[src/rtl/tlpq_pkg.sv]
// Shared types and constants for the three-level priority queue.
// No dependencies; tlpq_ctrl, tlpq_dp and the top level refer to this package.
`default_nettype none

package tlpq_pkg;

  // Sizing of the entry pool and the levels
  localparam int QUEUE_DEPTH = 16;
  localparam int WORD_WIDTH  = 32;
  localparam int LEVEL_COUNT = 3;

  // Widths that follow from the sizing
  localparam int IDX_W     = $clog2(QUEUE_DEPTH);
  localparam int CNT_W     = $clog2(QUEUE_DEPTH + 1);
  localparam int LVL_IDX_W = (LEVEL_COUNT > 1) ? $clog2(LEVEL_COUNT) : 1;

  // Fixed field widths of the words
  localparam int PRIO_W = 2;
  localparam int DATA_W = 32;

  // Opcodes
  localparam logic OP_ENQ = 1'b0;
  localparam logic OP_DEQ = 1'b1;

  localparam logic [CNT_W-1:0]  DEPTH_CNT = CNT_W'(QUEUE_DEPTH);
  localparam logic [PRIO_W-1:0] LEVEL_MAX = PRIO_W'(LEVEL_COUNT);

  // Input word
  typedef struct packed {
    logic              opcode;
    logic [PRIO_W-1:0] priority_req;
    logic [DATA_W-1:0] data_value;
  } in_word_t;

  // Result word
  typedef struct packed {
    logic [DATA_W-1:0] out_data;
    logic              out_valid;
    logic              accepted;
    logic              empty_res;
    logic              full_res;
  } out_word_t;

  // Commands from the controller to the datapath
  typedef struct packed {
    logic load;    // latch input word, issue memory reads
    logic commit;  // update pointers, write memories, load result
  } cmd_t;

endpackage

`default_nettype wire

[src/rtl/tlpq_ram.sv]
// Generic single-write, single-read RAM with registered read data.
// No dependencies.
`default_nettype none

module tlpq_ram #(
  parameter int WIDTH = 32,
  parameter int DEPTH = 16
) (
  input  wire logic                     clk,
  input  wire logic                     we,
  input  wire logic [$clog2(DEPTH)-1:0] waddr,
  input  wire logic [WIDTH-1:0]         wdata,
  input  wire logic                     re,
  input  wire logic [$clog2(DEPTH)-1:0] raddr,
  output logic      [WIDTH-1:0]         rdata
);

  logic [WIDTH-1:0] mem [DEPTH];

  // Write port
  always_ff @(posedge clk) begin
    if (we) begin
      mem[waddr] <= wdata;
    end
  end

  // Registered read port
  always_ff @(posedge clk) begin
    if (re) begin
      rdata <= mem[raddr];
    end
  end

endmodule

`default_nettype wire

[src/rtl/tlpq_ctrl.sv]
// Controller of the priority queue: accept/execute sequencing and result handshake.
// Depends on tlpq_pkg.
`default_nettype none

module tlpq_ctrl (
  input  wire logic          clk,
  input  wire logic          rst_n,
  input  wire logic          in_valid,
  output logic               in_ready,
  output logic               out_valid,
  input  wire logic          out_ready,
  output tlpq_pkg::cmd_t     cmd
);

  localparam logic ST_IDLE = 1'b0;
  localparam logic ST_EXEC = 1'b1;

  logic state_r, state_nxt;
  logic oval_r, oval_nxt;

  // Commands
  always_comb begin
    in_ready   = (state_r == ST_IDLE);
    cmd.load   = in_valid && in_ready;
    cmd.commit = (state_r == ST_EXEC) && (!oval_r || out_ready);
  end

  // Next state
  always_comb begin
    state_nxt = state_r;
    case (state_r)
      ST_IDLE: begin
        if (cmd.load) begin
          state_nxt = ST_EXEC;
        end
      end
      ST_EXEC: begin
        if (cmd.commit) begin
          state_nxt = ST_IDLE;
        end
      end
      default: state_nxt = ST_IDLE;
    endcase
  end

  // Result slot: filled on commit, emptied when taken
  always_comb begin
    oval_nxt = oval_r;
    if (cmd.commit) begin
      oval_nxt = 1'b1;
    end else if (out_ready) begin
      oval_nxt = 1'b0;
    end
  end

  always_ff @(posedge clk) begin
    if (!rst_n) begin
      state_r <= ST_IDLE;
      oval_r  <= 1'b0;
    end else begin
      state_r <= state_nxt;
      oval_r  <= oval_nxt;
    end
  end

  assign out_valid = oval_r;

endmodule

`default_nettype wire

[src/rtl/tlpq_dp.sv]
// Datapath of the priority queue: level pointers, free chain, entry memories, result.
// Depends on tlpq_pkg and tlpq_ram.
`default_nettype none

module tlpq_dp (
  input  wire logic                clk,
  input  wire logic                rst_n,
  input  wire tlpq_pkg::cmd_t      cmd,
  input  wire tlpq_pkg::in_word_t  in_word,
  output tlpq_pkg::out_word_t      out_word
);

  localparam int IDX_W  = tlpq_pkg::IDX_W;
  localparam int CNT_W  = tlpq_pkg::CNT_W;
  localparam int LIW    = tlpq_pkg::LVL_IDX_W;
  localparam int LEVELS = tlpq_pkg::LEVEL_COUNT;
  localparam int WW     = tlpq_pkg::WORD_WIDTH;
  localparam int DW     = tlpq_pkg::DATA_W;
  localparam int PW     = tlpq_pkg::PRIO_W;

  // Pointer state
  logic [IDX_W-1:0] head_r [LEVELS];
  logic [IDX_W-1:0] head_nxt [LEVELS];
  logic [IDX_W-1:0] tail_r [LEVELS];
  logic [IDX_W-1:0] tail_nxt [LEVELS];
  logic [CNT_W-1:0] count_r [LEVELS];
  logic [CNT_W-1:0] count_nxt [LEVELS];
  logic [IDX_W-1:0] free_head_r, free_head_nxt;
  logic [CNT_W-1:0] hw_r, hw_nxt;      // entries handed out fresh since reset
  logic [CNT_W-1:0] used_r, used_nxt;

  // Latched operation
  logic             is_deq_r;
  logic             go_r;
  logic             fresh_r;
  logic [LIW-1:0]   lvl_r;
  logic [IDX_W-1:0] idx_r;
  logic [WW-1:0]    data_r;

  tlpq_pkg::out_word_t res_r, res_nxt;

  // Load-side decode
  logic             ld_deq;
  logic             deq_any;
  logic [LIW-1:0]   deq_lvl;
  logic [LIW-1:0]   enq_lvl;
  logic             enq_lvl_ok;
  logic             fresh;
  logic             ld_go;
  logic [LIW-1:0]   ld_lvl;
  logic [IDX_W-1:0] ld_idx;
  logic [IDX_W-1:0] link_raddr;

  // Memory ports
  logic             word_we;
  logic [WW-1:0]    word_rdata;
  logic             link_we;
  logic [IDX_W-1:0] link_waddr;
  logic [IDX_W-1:0] link_wdata;
  logic [IDX_W-1:0] link_rdata;

  // Most urgent nonempty level, and enqueue decode
  always_comb begin
    deq_any = 1'b0;
    deq_lvl = '0;
    for (int i = LEVELS - 1; i >= 0; i--) begin
      if (count_r[i] != '0) begin
        deq_any = 1'b1;
        deq_lvl = LIW'(i);
      end
    end
    ld_deq     = (in_word.opcode == tlpq_pkg::OP_DEQ);
    enq_lvl    = LIW'(in_word.priority_req - PW'(1));
    enq_lvl_ok = (in_word.priority_req != '0) &&
                 (in_word.priority_req <= tlpq_pkg::LEVEL_MAX);
    fresh      = (hw_r != tlpq_pkg::DEPTH_CNT);
    ld_go      = ld_deq ? deq_any : (enq_lvl_ok && (used_r != tlpq_pkg::DEPTH_CNT));
    ld_lvl     = ld_deq ? deq_lvl : enq_lvl;
    ld_idx     = ld_deq ? head_r[deq_lvl] : (fresh ? hw_r[IDX_W-1:0] : free_head_r);
    link_raddr = ld_deq ? head_r[deq_lvl] : free_head_r;
  end

  // Latch the operation
  always_ff @(posedge clk) begin
    if (cmd.load) begin
      is_deq_r <= ld_deq;
      go_r     <= ld_go;
      fresh_r  <= fresh;
      lvl_r    <= ld_lvl;
      idx_r    <= ld_idx;
      data_r   <= WW'(in_word.data_value);
    end
  end

  // Entry memories
  tlpq_ram #(.WIDTH(WW), .DEPTH(tlpq_pkg::QUEUE_DEPTH)) u_word_ram (
    .clk   (clk),
    .we    (word_we),
    .waddr (idx_r),
    .wdata (data_r),
    .re    (cmd.load),
    .raddr (head_r[deq_lvl]),
    .rdata (word_rdata)
  );

  tlpq_ram #(.WIDTH(IDX_W), .DEPTH(tlpq_pkg::QUEUE_DEPTH)) u_link_ram (
    .clk   (clk),
    .we    (link_we),
    .waddr (link_waddr),
    .wdata (link_wdata),
    .re    (cmd.load),
    .raddr (link_raddr),
    .rdata (link_rdata)
  );

  // Memory writes on commit
  always_comb begin
    word_we    = cmd.commit && go_r && !is_deq_r;
    link_we    = cmd.commit && go_r && (is_deq_r || (count_r[lvl_r] != '0));
    link_waddr = is_deq_r ? idx_r : tail_r[lvl_r];
    link_wdata = is_deq_r ? free_head_r : idx_r;
  end

  // Pointer update and result
  always_comb begin
    head_nxt      = head_r;
    tail_nxt      = tail_r;
    count_nxt     = count_r;
    free_head_nxt = free_head_r;
    hw_nxt        = hw_r;
    used_nxt      = used_r;
    res_nxt.out_data  = '0;
    res_nxt.out_valid = 1'b0;
    res_nxt.accepted  = 1'b0;
    if (go_r && is_deq_r) begin
      // unlink head of the level, return entry to free chain
      res_nxt.out_data  = DW'(word_rdata);
      res_nxt.out_valid = 1'b1;
      count_nxt[lvl_r]  = count_r[lvl_r] - CNT_W'(1);
      used_nxt          = used_r - CNT_W'(1);
      if (count_r[lvl_r] != CNT_W'(1)) begin
        head_nxt[lvl_r] = link_rdata;
      end else begin
        head_nxt[lvl_r] = '0;
        tail_nxt[lvl_r] = '0;
      end
      free_head_nxt = idx_r;
    end else if (go_r) begin
      // append entry to the tail of the level
      res_nxt.accepted = 1'b1;
      if (count_r[lvl_r] == '0) begin
        head_nxt[lvl_r] = idx_r;
      end
      tail_nxt[lvl_r]  = idx_r;
      count_nxt[lvl_r] = count_r[lvl_r] + CNT_W'(1);
      used_nxt         = used_r + CNT_W'(1);
      if (fresh_r) begin
        hw_nxt = hw_r + CNT_W'(1);
      end else begin
        free_head_nxt = link_rdata;
      end
    end
    res_nxt.empty_res = (used_nxt == '0);
    res_nxt.full_res  = (used_nxt == tlpq_pkg::DEPTH_CNT);
  end

  always_ff @(posedge clk) begin
    if (!rst_n) begin
      for (int i = 0; i < LEVELS; i++) begin
        head_r[i]  <= '0;
        tail_r[i]  <= '0;
        count_r[i] <= '0;
      end
      free_head_r <= '0;
      hw_r        <= '0;
      used_r      <= '0;
    end else if (cmd.commit) begin
      head_r      <= head_nxt;
      tail_r      <= tail_nxt;
      count_r     <= count_nxt;
      free_head_r <= free_head_nxt;
      hw_r        <= hw_nxt;
      used_r      <= used_nxt;
    end
  end

  // Result register
  always_ff @(posedge clk) begin
    if (cmd.commit) begin
      res_r <= res_nxt;
    end
  end

  assign out_word = res_r;

endmodule

`default_nettype wire

[src/rtl/three_level_priority_queue.sv]
// Top level of the three-level strict-priority queue.
// Depends on tlpq_pkg, tlpq_ctrl, tlpq_dp (and tlpq_ram through tlpq_dp).
//
//   Channel  | Handshake            | Word
//   ---------+----------------------+---------------------------------------------
//   input    | in_valid / in_ready  | in_word  : opcode, priority_req, data_value
//   result   | out_valid / out_ready| out_word : out_data, out_valid, accepted,
//            |                      |            empty_res, full_res
//
// Each word passes a load step that reads the entry and link memories, then an execute
// step that writes the memories, the level pointers and the result register.
// One result word per input word. Synchronous active-low reset empties every level;
// entries are handed out in index order until all have been used once, then
// from the free chain, so no clearing pass is needed. A result left waiting holds
// the next word in its execute cycle until out_ready.
`default_nettype none

module three_level_priority_queue (
  input  wire logic                clk,
  input  wire logic                rst_n,
  input  wire logic                in_valid,
  output logic                     in_ready,
  input  wire tlpq_pkg::in_word_t  in_word,
  output logic                     out_valid,
  input  wire logic                out_ready,
  output tlpq_pkg::out_word_t      out_word
);

  tlpq_pkg::cmd_t cmd;

  tlpq_ctrl u_ctrl (
    .clk       (clk),
    .rst_n     (rst_n),
    .in_valid  (in_valid),
    .in_ready  (in_ready),
    .out_valid (out_valid),
    .out_ready (out_ready),
    .cmd       (cmd)
  );

  tlpq_dp u_dp (
    .clk      (clk),
    .rst_n    (rst_n),
    .cmd      (cmd),
    .in_word  (in_word),
    .out_word (out_word)
  );

endmodule

`default_nettype wire
[config.mk]
export PLATFORM = sky130hd
export DESIGN_NAME = three_level_priority_queue
export DESIGN_NICKNAME = d
export VERILOG_FILES = /design/src/rtl/tlpq_pkg.sv /design/src/rtl/tlpq_ram.sv /design/src/rtl/tlpq_ctrl.sv /design/src/rtl/tlpq_dp.sv /design/src/rtl/three_level_priority_queue.sv
export SDC_FILE = /design/constraint.sdc
export NUM_CORES = 1
export LEC_CHECK = 0
export BUFFER_PORTS_ARGS = -buffer_cell sky130_fd_sc_hd__buf_2
export CAP_MARGIN = 0
export CORE_MARGIN = 10
export CORE_UTILIZATION = 40
export DETAILED_ROUTE_END_ITERATION = 8
export GPL_TIMING_DRIVEN = 0
export HOLD_SLACK_MARGIN = 0.12
export PLACE_DENSITY_LB_ADDON = 0.25
export SLEW_MARGIN = 40
export SYNTH_ARGS = -nofsm -noshare
export SYNTH_HDL_FRONTEND = slang
export SYNTH_SLANG_ARGS = --single-unit
[constraint.sdc]
create_clock -name clk -period 7.7 [get_ports clk]
set_input_delay 1.54 -clock clk [delete_from_list [all_inputs] [get_ports clk]]
set_output_delay 1.54 -clock clk [all_outputs]
set_load 0.01 [all_outputs]
# [Word-level counts from Yosys, hierarchy flattened]
# Memory sizes are Yosys's and may differ from the RTL's. A register that Yosys moved wholly into a read port is not among the register bits.
# Index checks and enable logic that the tools add are counted.
[totals] out_inout_bits=38 register_bits=132 n_memories=2 inputBits=39 ram_bits=576 elab_cells=134
[memory_table] name="u_dp.u_word_ram.mem" depth=16 word_bits=32 rd=1 rd_clocked_by_memory_dff=1 write_ports=1 line="tlpq_ram.sv:18" source="logic [WIDTH-1:0] mem [DEPTH];"
[memory_table] name="u_dp.u_link_ram.mem" depth=16 word_bits=4 rd=1 rd_clocked_by_memory_dff=1 write_ports=1 line="tlpq_ram.sv:18"
[classes] n_addsub=6 bitwise_logic=7 n_mux=56 n_lt_le_gt_ge=4 reduce_logical=28 n_eq_ne=6
[ops] operator="$mux W12" n=7
[ops] operator="$mux W4" n=13
[ops] operator="$bwmux W12" n=3
[ops] operator="$bwmux W15" n=2
[ops] operator="$mux W15" n=2
[ops] operator="$mux W5" n=5
[ops] operator="$and A12 B12 Y12" n=2
[ops] operator="$reduce_bool A5 Y1" n=4
[ops] operator="$bmux W4 S2" n=2
[ops] operator="$add A5 B1 Y5 const B" n=3
[ops] operator="$mux W1" n=14
[ops] operator="$not A12 Y12" n=1
[ops] operator="$bmux W5 S2" n=1
[ops] operator="$demux W5 S2" n=1
[ops] operator="$logic_not A5 Y1" n=2
[ops] operator="$ne A5 B5 Y1 const B" n=2
[ops] operator="$sub A5 B1 Y5 const B" n=2
[ops] operator="$logic_and A1 B1 Y1" n=9
[ops] operator="$reduce_and A3 Y1" n=3
[ops] operator="$demux W4 S2" n=1
[ops] operator="$mux W2" n=4
[ops] operator="$reduce_bool A2 Y1" n=4
[ops] operator="$ge A3 B3 Y1 const B" n=2
[ops] operator="$not A2 Y3" n=2
[ops] operator="12 further kinds" n=16

# [Depth between registers and ports, before layout]
# Gate-level depths: netlist (run 1).
[logic_depth] word_depth=9 ltp_mapped=13 ltp_nobuf=11

# [Cells and area by module]
# From an unflattened synthesis (run 1), not the netlist that was laid out.
[hier_totals] cells_unflattened=1472 hier_area_um2=28627.5
[modules_own_cells] module="tlpq_ram (u_dp.u_word_ram)" cells_each=838 area_each_um2=20155.6 seq_area_each_um2=16335.7 instances=1
[modules_own_cells] module="tlpq_dp" cells_each=494 area_each_um2=5655.4 seq_area_each_um2=3373.2 instances=1
[modules_own_cells] module="tlpq_ram (u_dp.u_link_ram)" cells_each=130 area_each_um2=2706.3 seq_area_each_um2=2042.0 instances=1
[modules_own_cells] module="tlpq_ctrl" cells_each=10 area_each_um2=110.1 seq_area_each_um2=40.0 instances=1

# [Worst setup path after synthesis (run 1)]
# Ideal clock, no wire load.
[synth_path] kind="input -> register" from="input port out_ready" to="memory u_dp.u_word_ram.mem[4][0] (enable)" path_stages=7 arrival_time_ns=5.568 setup_time_ns=0.461 t_required_ns=7.239 n_path_buf=1 path_slack_ns=1.671 path_cell_list="nand2b_1 > nand2_1 > inv_1 > nand2_1 > clkbuf_1 > or3_1 > nor3_1"
[synth_via] elab_chain_cells=6
[synth_lines] item="start, declared" line="three_level_priority_queue.sv:25" source="input wire logic out_ready,"
[synth_lines] item="$logic_or A1 B1 Y1" line="tlpq_ctrl.sv:25" source="cmd.commit = (state_r == ST_EXEC) && (!oval_r || out_ready);"
[synth_lines] item="$logic_and A1 B1 Y1" line="tlpq_ctrl.sv:25"
[synth_lines] item="$logic_and A1 B1 Y1 (2 in a row)" line="tlpq_dp.sv:118" source="word_we = cmd.commit && go_r && !is_deq_r;"
[synth_lines] item="$mux W1" line="tlpq_ram.sv:22" source="if (we) begin"
[synth_lines] item="$mux W1 (implied by the code)" line="tlpq_ram.sv:23" source="mem[waddr] <= wdata;"
[synth_lines] item="end, declared" line="tlpq_ram.sv:18"
# Every way passes these cells.

# [Worst setup path in the final report (run 1)]
[layout_path] from="input port out_ready" to="memory u_dp.u_word_ram.mem[0][16] (enable)"
# The elaborated chain is that of the path after synthesis.

==> flow_metrics.tcl, run 1 <==
set metrics [dict create \
    status "finished clean" \
    synth_mux_area_share_pct 1.54 \
    start_util_pct 40.5 \
    ff2ff_path_depth 9 \
    finalSetupViolCount 0 \
    hp-class "register to register" \
    max_clock_freq_mhz 225 \
    fin_skew_ps 17.9 \
    fin_util_pct 47.2 \
    post-route-period-util_pct 57.7 \
    cp-end-kind "register" \
    crit_top_cell "buf_2" \
    clock_sinks 744 \
    root_buffer "clkbuf_16" \
    final_common_cell "edfxtp_1" \
    synth_seq_area_share_pct 70.6 \
    cap_violations 0 \
    drtAntennaViolNets 0 \
    dp_slack_ps 2610 \
    gp_congestion 0.859 \
    timing.final.hold_violations 0 \
    cpPeakStageDelay_ps 400 \
    row_count 101 \
    critical_path_class "primary input to register" \
    cts_tree "yes" \
    crit_path_cell_trace "buf_2, nand2b_1, nand2_1, inv_4, buf_12, nand2_1, clkbuf_1, nor3_1, nand2b_1, nor3_2, buf_2, buf_4, buf_4, buf_2" \
    synth_compound_area_share_pct 15.2 \
    syn-num-nets 2271 \
    htreeDepth 3 \
    die_h_microns 298 \
    crit_path_start_kind "primary input" \
    fin_area_sq_um 35900 \
    final_cell_mix "edfxtp_1, nand2_1, clkbuf_1" \
    tightest_slew_ps 887 \
    synth_simple_gate_area_share_pct 8.97 \
    avgSynthCellArea_sq_um 13.9 \
    holdPathStages 2 \
    synth_cell_types 62 \
    coreArea_sq_um 76200 \
    route.detailed.drc 0 \
    hp-start "u_ctrl.out_valid$_SDFFE_PN0P_" \
    place_inst 3381 \
    ys_top_cells_by_area "edfxtp_1, dfxtp_1, nand2_1" \
    syn_inst 2222 \
    fin_cells 3524 \
    die_area_sq_um 88700 \
    yosys_register_bits 744 \
    cts-buffers-inserted 80 \
    grt_usage_pct 19.8 \
    viasPerCell 5.88 \
    numPortBuffers 76 \
    synth_area_sq_um 30900 \
    ys.flop_type "edfxtp_1" \
    p_leak_nw 11.9 \
    clock_latency_ps 630 \
    rr_startpoint "u_dp.count_r[9]$_SDFFE_PN0P_" \
    areaGrowthSynthToFinish_pct 16.3 \
    nNetsFinal 2482 \
    crit_path_max_fanout 29 \
    path_clk_slew_ps 60 \
    ctsResizeCount 0 \
    first_pass_iters 6 \
    grt_pass1_vias 20601 \
    hold_buffers 0 \
    slew_viol_final 0 \
    via_count 20738 \
    crit_start "out_ready" \
    routedWlPerCell_microns 25.7 \
    relSlewSlack_pct 40.9 \
    cp_data_arrival_time_ps 4760 \
    drtIter0Drc 2376 \
    required_ps 8020 \
    netlist.area_leader.share_pct 67.0 \
    synth-edff-count 689 \
    final.setup.worst_slack_ps 3260 \
    hold_ws_ps 505 \
    tns_ps 0 \
    hpwl_mm 62.4 \
    placed_area_sq_um 33500 \
    ioPinCount 77 \
    postCtsSetupBuffers 0 \
    grt_pass1_wl_mm 134 \
    rsz0062_at_grt "no" \
    grt_overflow 0 \
    layout-drive-gt1-share_pct 12.6 \
    grt_max_degree 30 \
    fin_crit_ps 4440 \
    yosysWarnings 0 \
    power_density_nw_per_um2 280 \
    fp.dieW_microns 298 \
    synth_xor_xnor_area_share_pct 0.369 \
    synth_fa_ha_area_share_pct 0.405 \
    fillCellCount 6623 \
    total_power_mw 10.1 \
    clockBufferDepth 3 \
    yosysTopAreaCell "edfxtp_1" \
    async_flop_share_pct 0 \
    ir_drop_v 0.000189 \
    synth_top_family_by_area "compound AO/OA/AOI/OAI gates" \
    cp_slowest_cell "nor3_1" \
    antenna_found_initial 2 \
    wirelength_mm 90.6 \
]
[cells in the mapped netlist (8+ instances only)]
cell / instances
edfxtp_1: 689
nand2_1: 270
clkbuf_1: 132
a211oi_1: 108
nor2_1: 97
a311o_1: 96
a221oi_1: 95
a21oi_1: 84
o211ai_1: 68
a2bb2oi_1: 64
and2_1: 60
dfxtp_1: 55
mux2i_1: 42
and2_0: 41
nand3_1: 37
and3_1: 34
buf_2: 32
o22ai_1: 32
inv_1: 29
o21ai_0: 17
buf_1: 11
ha_1: 10
nor2b_1: 10
nor3_1: 10
or4_1: 8
[critical path: cells and delay by family]
family	cells	cell delay, ps
buf+inv	8	1740
simple gates	6	1430
[where the power goes]
part / leakage (nW) / internal [mW] / switching [mW]
combinational: 3.98 / 0.584 / 1.25
sequential: 6.72 / 4.55 / 0.0747
clock: 1.17 / 2.05 / 1.56
total: 11.9 / 7.18 / 2.88
[kinds of logic after synthesis]
kind of cell	Yosys count
DFF	744
adders and majority gates	10
muxes	47
AOI/OAI and AO/OA	596
buffers and inverters	217
and+or+nand+nor	595
xor gates and xnor gates	13
[final cells by class]
| class | count | area [sq um] | share of cell area, % |
|---|---|---|---|
| flip-flops and latches | 744 | 21800 | 60.6 |
| multi-input cells | 1261 | 8310 | 23.1 |
| clock buffers | 106 | 2180 | 6.08 |
| well taps | 1030 | 1290 | 3.59 |
| repair buffers | 129 | 1210 | 3.36 |
| plain buffers | 185 | 806 | 2.24 |
| clock inverters | 36 | 224 | 0.623 |
| inverters | 32 | 123 | 0.341 |
| diodes | 1 | 2.50 | 0.00696 |
[registers in the layout, summed over array words and instances, names as in the netlist, named ones only]
| register | flops |
|---|---|
| u_dp.idx_r | 4 |
| u_dp.u_link_ram.rdata | 4 |
| u_dp.free_head_r | 4 |
| u_dp.u_word_ram.mem | 512 |
| u_dp.hw_r | 5 |
| u_dp.is_deq_r | 1 |
| u_dp.go_r | 1 |
| u_dp.u_word_ram.rdata | 32 |
| u_dp.used_r | 5 |
| u_dp.lvl_r | 2 |
| u_ctrl.state_r | 1 |
| u_dp.out_word | 36 |
| u_dp.count_r | 12 |
| u_dp.tail_r | 12 |
| u_dp.head_r | 12 |
| u_dp.data_r | 32 |
| u_dp.fresh_r | 1 |
| u_ctrl.out_valid | 1 |
| u_dp.u_link_ram.mem | 64 |
[final timing paths]
kind	to	slack [ps]
worst max register to register	u_dp.u_word_ram.rdata[26]$_DFFE_PP_	3490
worst min register to register	u_ctrl.out_valid$_SDFFE_PN0P_	500
worst min-delay path	u_ctrl.out_valid$_SDFFE_PN0P_	500
worst max-delay path	u_dp.u_word_ram.mem[0][16]$_DFFE_PP_	3260
[layer usage]
| layer | global-route usage, % | routed length [microns] | vias up |
|---|---|---|---|
| met3 | 3.71 | 7080 | 204 |
| met1 | 26.0 | 37100 | 10354 |
| met2 | 31.9 | 42800 | 1016 |
| met4 | 8.14 | 3560 | 6 |
| met5 | 0 | 48 | - |
| li1 | - | - | 9158 |
Note: power is estimated with default switching activity, not from simulation.
==> run 2: changes to the inputs <==
clock period = 4.2 ns   (was 7.7 ns; I/O delays follow)
==> run 2 against run 1 <==
Against the previous run:
- clock power up 97%
- setup slack worse by 3200 ps
- non-clock buffer count down 9
- cell count down 0.14%
- wire length down 0.89%
- sequential cell count unchanged
- global-route usage down 0.19 points
- clock-buffer cell count down 1
- via count down 0.72%
- critical path type is now register to register
- largest power group unchanged
==> flow_metrics.tcl, run 2 (synthesized netlist as in run 1, its figures left out) <==
set metrics [dict create \
    status "finished clean" \
    final_cell_mix "edfxtp_1, nand2_1, clkbuf_1" \
    ctsResizeCount 0 \
    hold_buffers 0 \
    critical_path_class "register to register" \
    path_clk_slew_ps 60 \
    fin_area_sq_um 36100 \
    cpPeakStageDelay_ps 650 \
    maxUsedRoutingLayer "met4" \
    ioPinCount 77 \
    diodes 0 \
    total_power_mw 18.9 \
    fin_crit_ps 4170 \
    viasPerCell 5.85 \
    crit_path_max_fanout 10 \
    via_count 20588 \
    areaGrowthSynthToFinish_pct 17.0 \
    grt_overflow 0 \
    route.met3.wl_mm 7.23 \
    antenna_found_initial 0 \
    placed_area_sq_um 33500 \
    slew_viol_final 0 \
    nNetsFinal 2474 \
    hold_ws_ps 386 \
    max_clock_freq_mhz 240 \
    rsz0062_at_grt "no" \
    postCtsSetupBuffers 0 \
    tightest_slew_ps 928 \
    wl_met1_mm 37.1 \
    fp.dieW_microns 298 \
    reg2reg_slack_ps 30 \
    clock_latency_ps 630 \
    crit_path_cell_trace "or4_1, nor2_1, buf_4, buf_4, nand2_1, clkbuf_1, clkbuf_1, a221oi_1, o22ai_1, a311o_1" \
    route.detailed.drc 0 \
    crit_path_end "u_dp.u_word_ram.rdata[26]$_DFFE_PP_" \
    cp_data_arrival_time_ps 4530 \
    p_leak_nw 11.9 \
    grt_pass1_vias 20388 \
    row_count 101 \
    wirelength_mm 89.8 \
    rr_endpoint "u_dp.u_word_ram.rdata[26]$_DFFE_PP_" \
    grt_pass1_wl_mm 133 \
    relSlewSlack_pct 38.1 \
    cap_violations 0 \
    die_h_microns 298 \
    power_density_nw_per_um2 524 \
    ir_drop_v 0.000347 \
    htreeDepth 3 \
    wl_met2_mm 42.8 \
    hp-class "primary input to register" \
    die_area_sq_um 88700 \
    drtIter0Drc 2316 \
    hpwl_mm 61.9 \
    root_buffer "clkbuf_16" \
    first_pass_iters 6 \
    cp-end-kind "register" \
    crit_path_start_kind "register" \
    final_common_cell "edfxtp_1" \
    clock_sinks 744 \
    required_ps 4560 \
    cts_tree "yes" \
    post-route-period-util_pct 99.3 \
    start_util_pct 40.5 \
    numPortBuffers 76 \
    coreArea_sq_um 76200 \
    grt_usage_pct 19.6 \
    finalSetupViolCount 0 \
    fin_skew_ps 30.7 \
    ff2ff_path_depth 10 \
    drtAntennaViolNets 0 \
    routedWlPerCell_microns 25.5 \
    largest_reg_flops 512 \
    layout-drive-gt1-share_pct 12.9 \
    largest-register "u_dp.u_word_ram.mem" \
    cts-buffers-inserted 81 \
    cp_slowest_cell "or4_1" \
    gp_congestion 0.864 \
    timing.final.hold_violations 0 \
    clockBufferDepth 3 \
    grt_max_degree 29 \
]
-- run 2: cell types whose count changed in the layout (fill, tap and decap cells not counted), sizes merged --
cell / change
buf: -9
bufinv: +6
clkbuf: -1
clkinv: -2
diode: -1
clkinvlp: +2
-- run 2: through the flow --
stage	setup slack [ps]	utilization, %	setup TNS, ps	std cells
2_1_floorplan	-299	-	-59180	2222
3_3_place_gp	-3250	42.8	-1350440	3328
3_5_place_dp	-16.2	43.9	-16.2	3371
4_1_cts	37.0	47.4	0	3518
5_1_grt	60.7	47.4	0	3519
6_report	30.1	47.4	0	3519
-- run 2: worst min path at each step --
stage | start | to | slack (ps) | cells past startpoint
floorplan | u_dp.tail_r[10]$_SDFFE_PN0P_ | u_dp.tail_r[10]$_SDFFE_PN0P_ | 460 | 2
global placement | u_dp.tail_r[3]$_SDFFE_PN0P_ | u_dp.tail_r[3]$_SDFFE_PN0P_ | 470 | 2
detailed placement | u_dp.tail_r[1]$_SDFFE_PN0P_ | u_dp.tail_r[1]$_SDFFE_PN0P_ | 490 | 2
CTS | in_word[13] | u_dp.data_r[13]$_DFFE_PP_ | 350 | 1
global route | in_word[9] | u_dp.data_r[9]$_DFFE_PP_ | 370 | 1
finish | in_word[13] | u_dp.data_r[13]$_DFFE_PP_ | 390 | 1
-- run 2: critical path, delay by kind of cell (launching register included) --
family                 cells  cell delay (ps)
and+or+nand+nor            3             1200
DFF                        1              330
buffers and inverters      4             1260
AOI/OAI and AO/OA          3             1090
-- run 2: report_power, final --
group          switching [mW]  leakage (nW)  total [mW]  internal, mW
sequential              0.136          6.72        8.47          8.33
clock                    2.90          1.28        7.11          4.21
combinational            2.29          3.93        3.37          1.07
-- run 2: layer usage --
layer  up-vias  track usage [%]
met5         -                0
met4         0             6.80
met2       999             31.9
li1       9143                -
met3       157             3.50
met1     10289             26.1
-- run 2: final cells by class --
type,instances,area [sq um]
timing repair buffer,120,1140
inverter,32,123
buffer,185,808
multi-input combinational,1261,8340
clock buffer,105,2210
fill,6542,40100
tap,1030,1290
clock inverter,42,424
sequential,744,21800
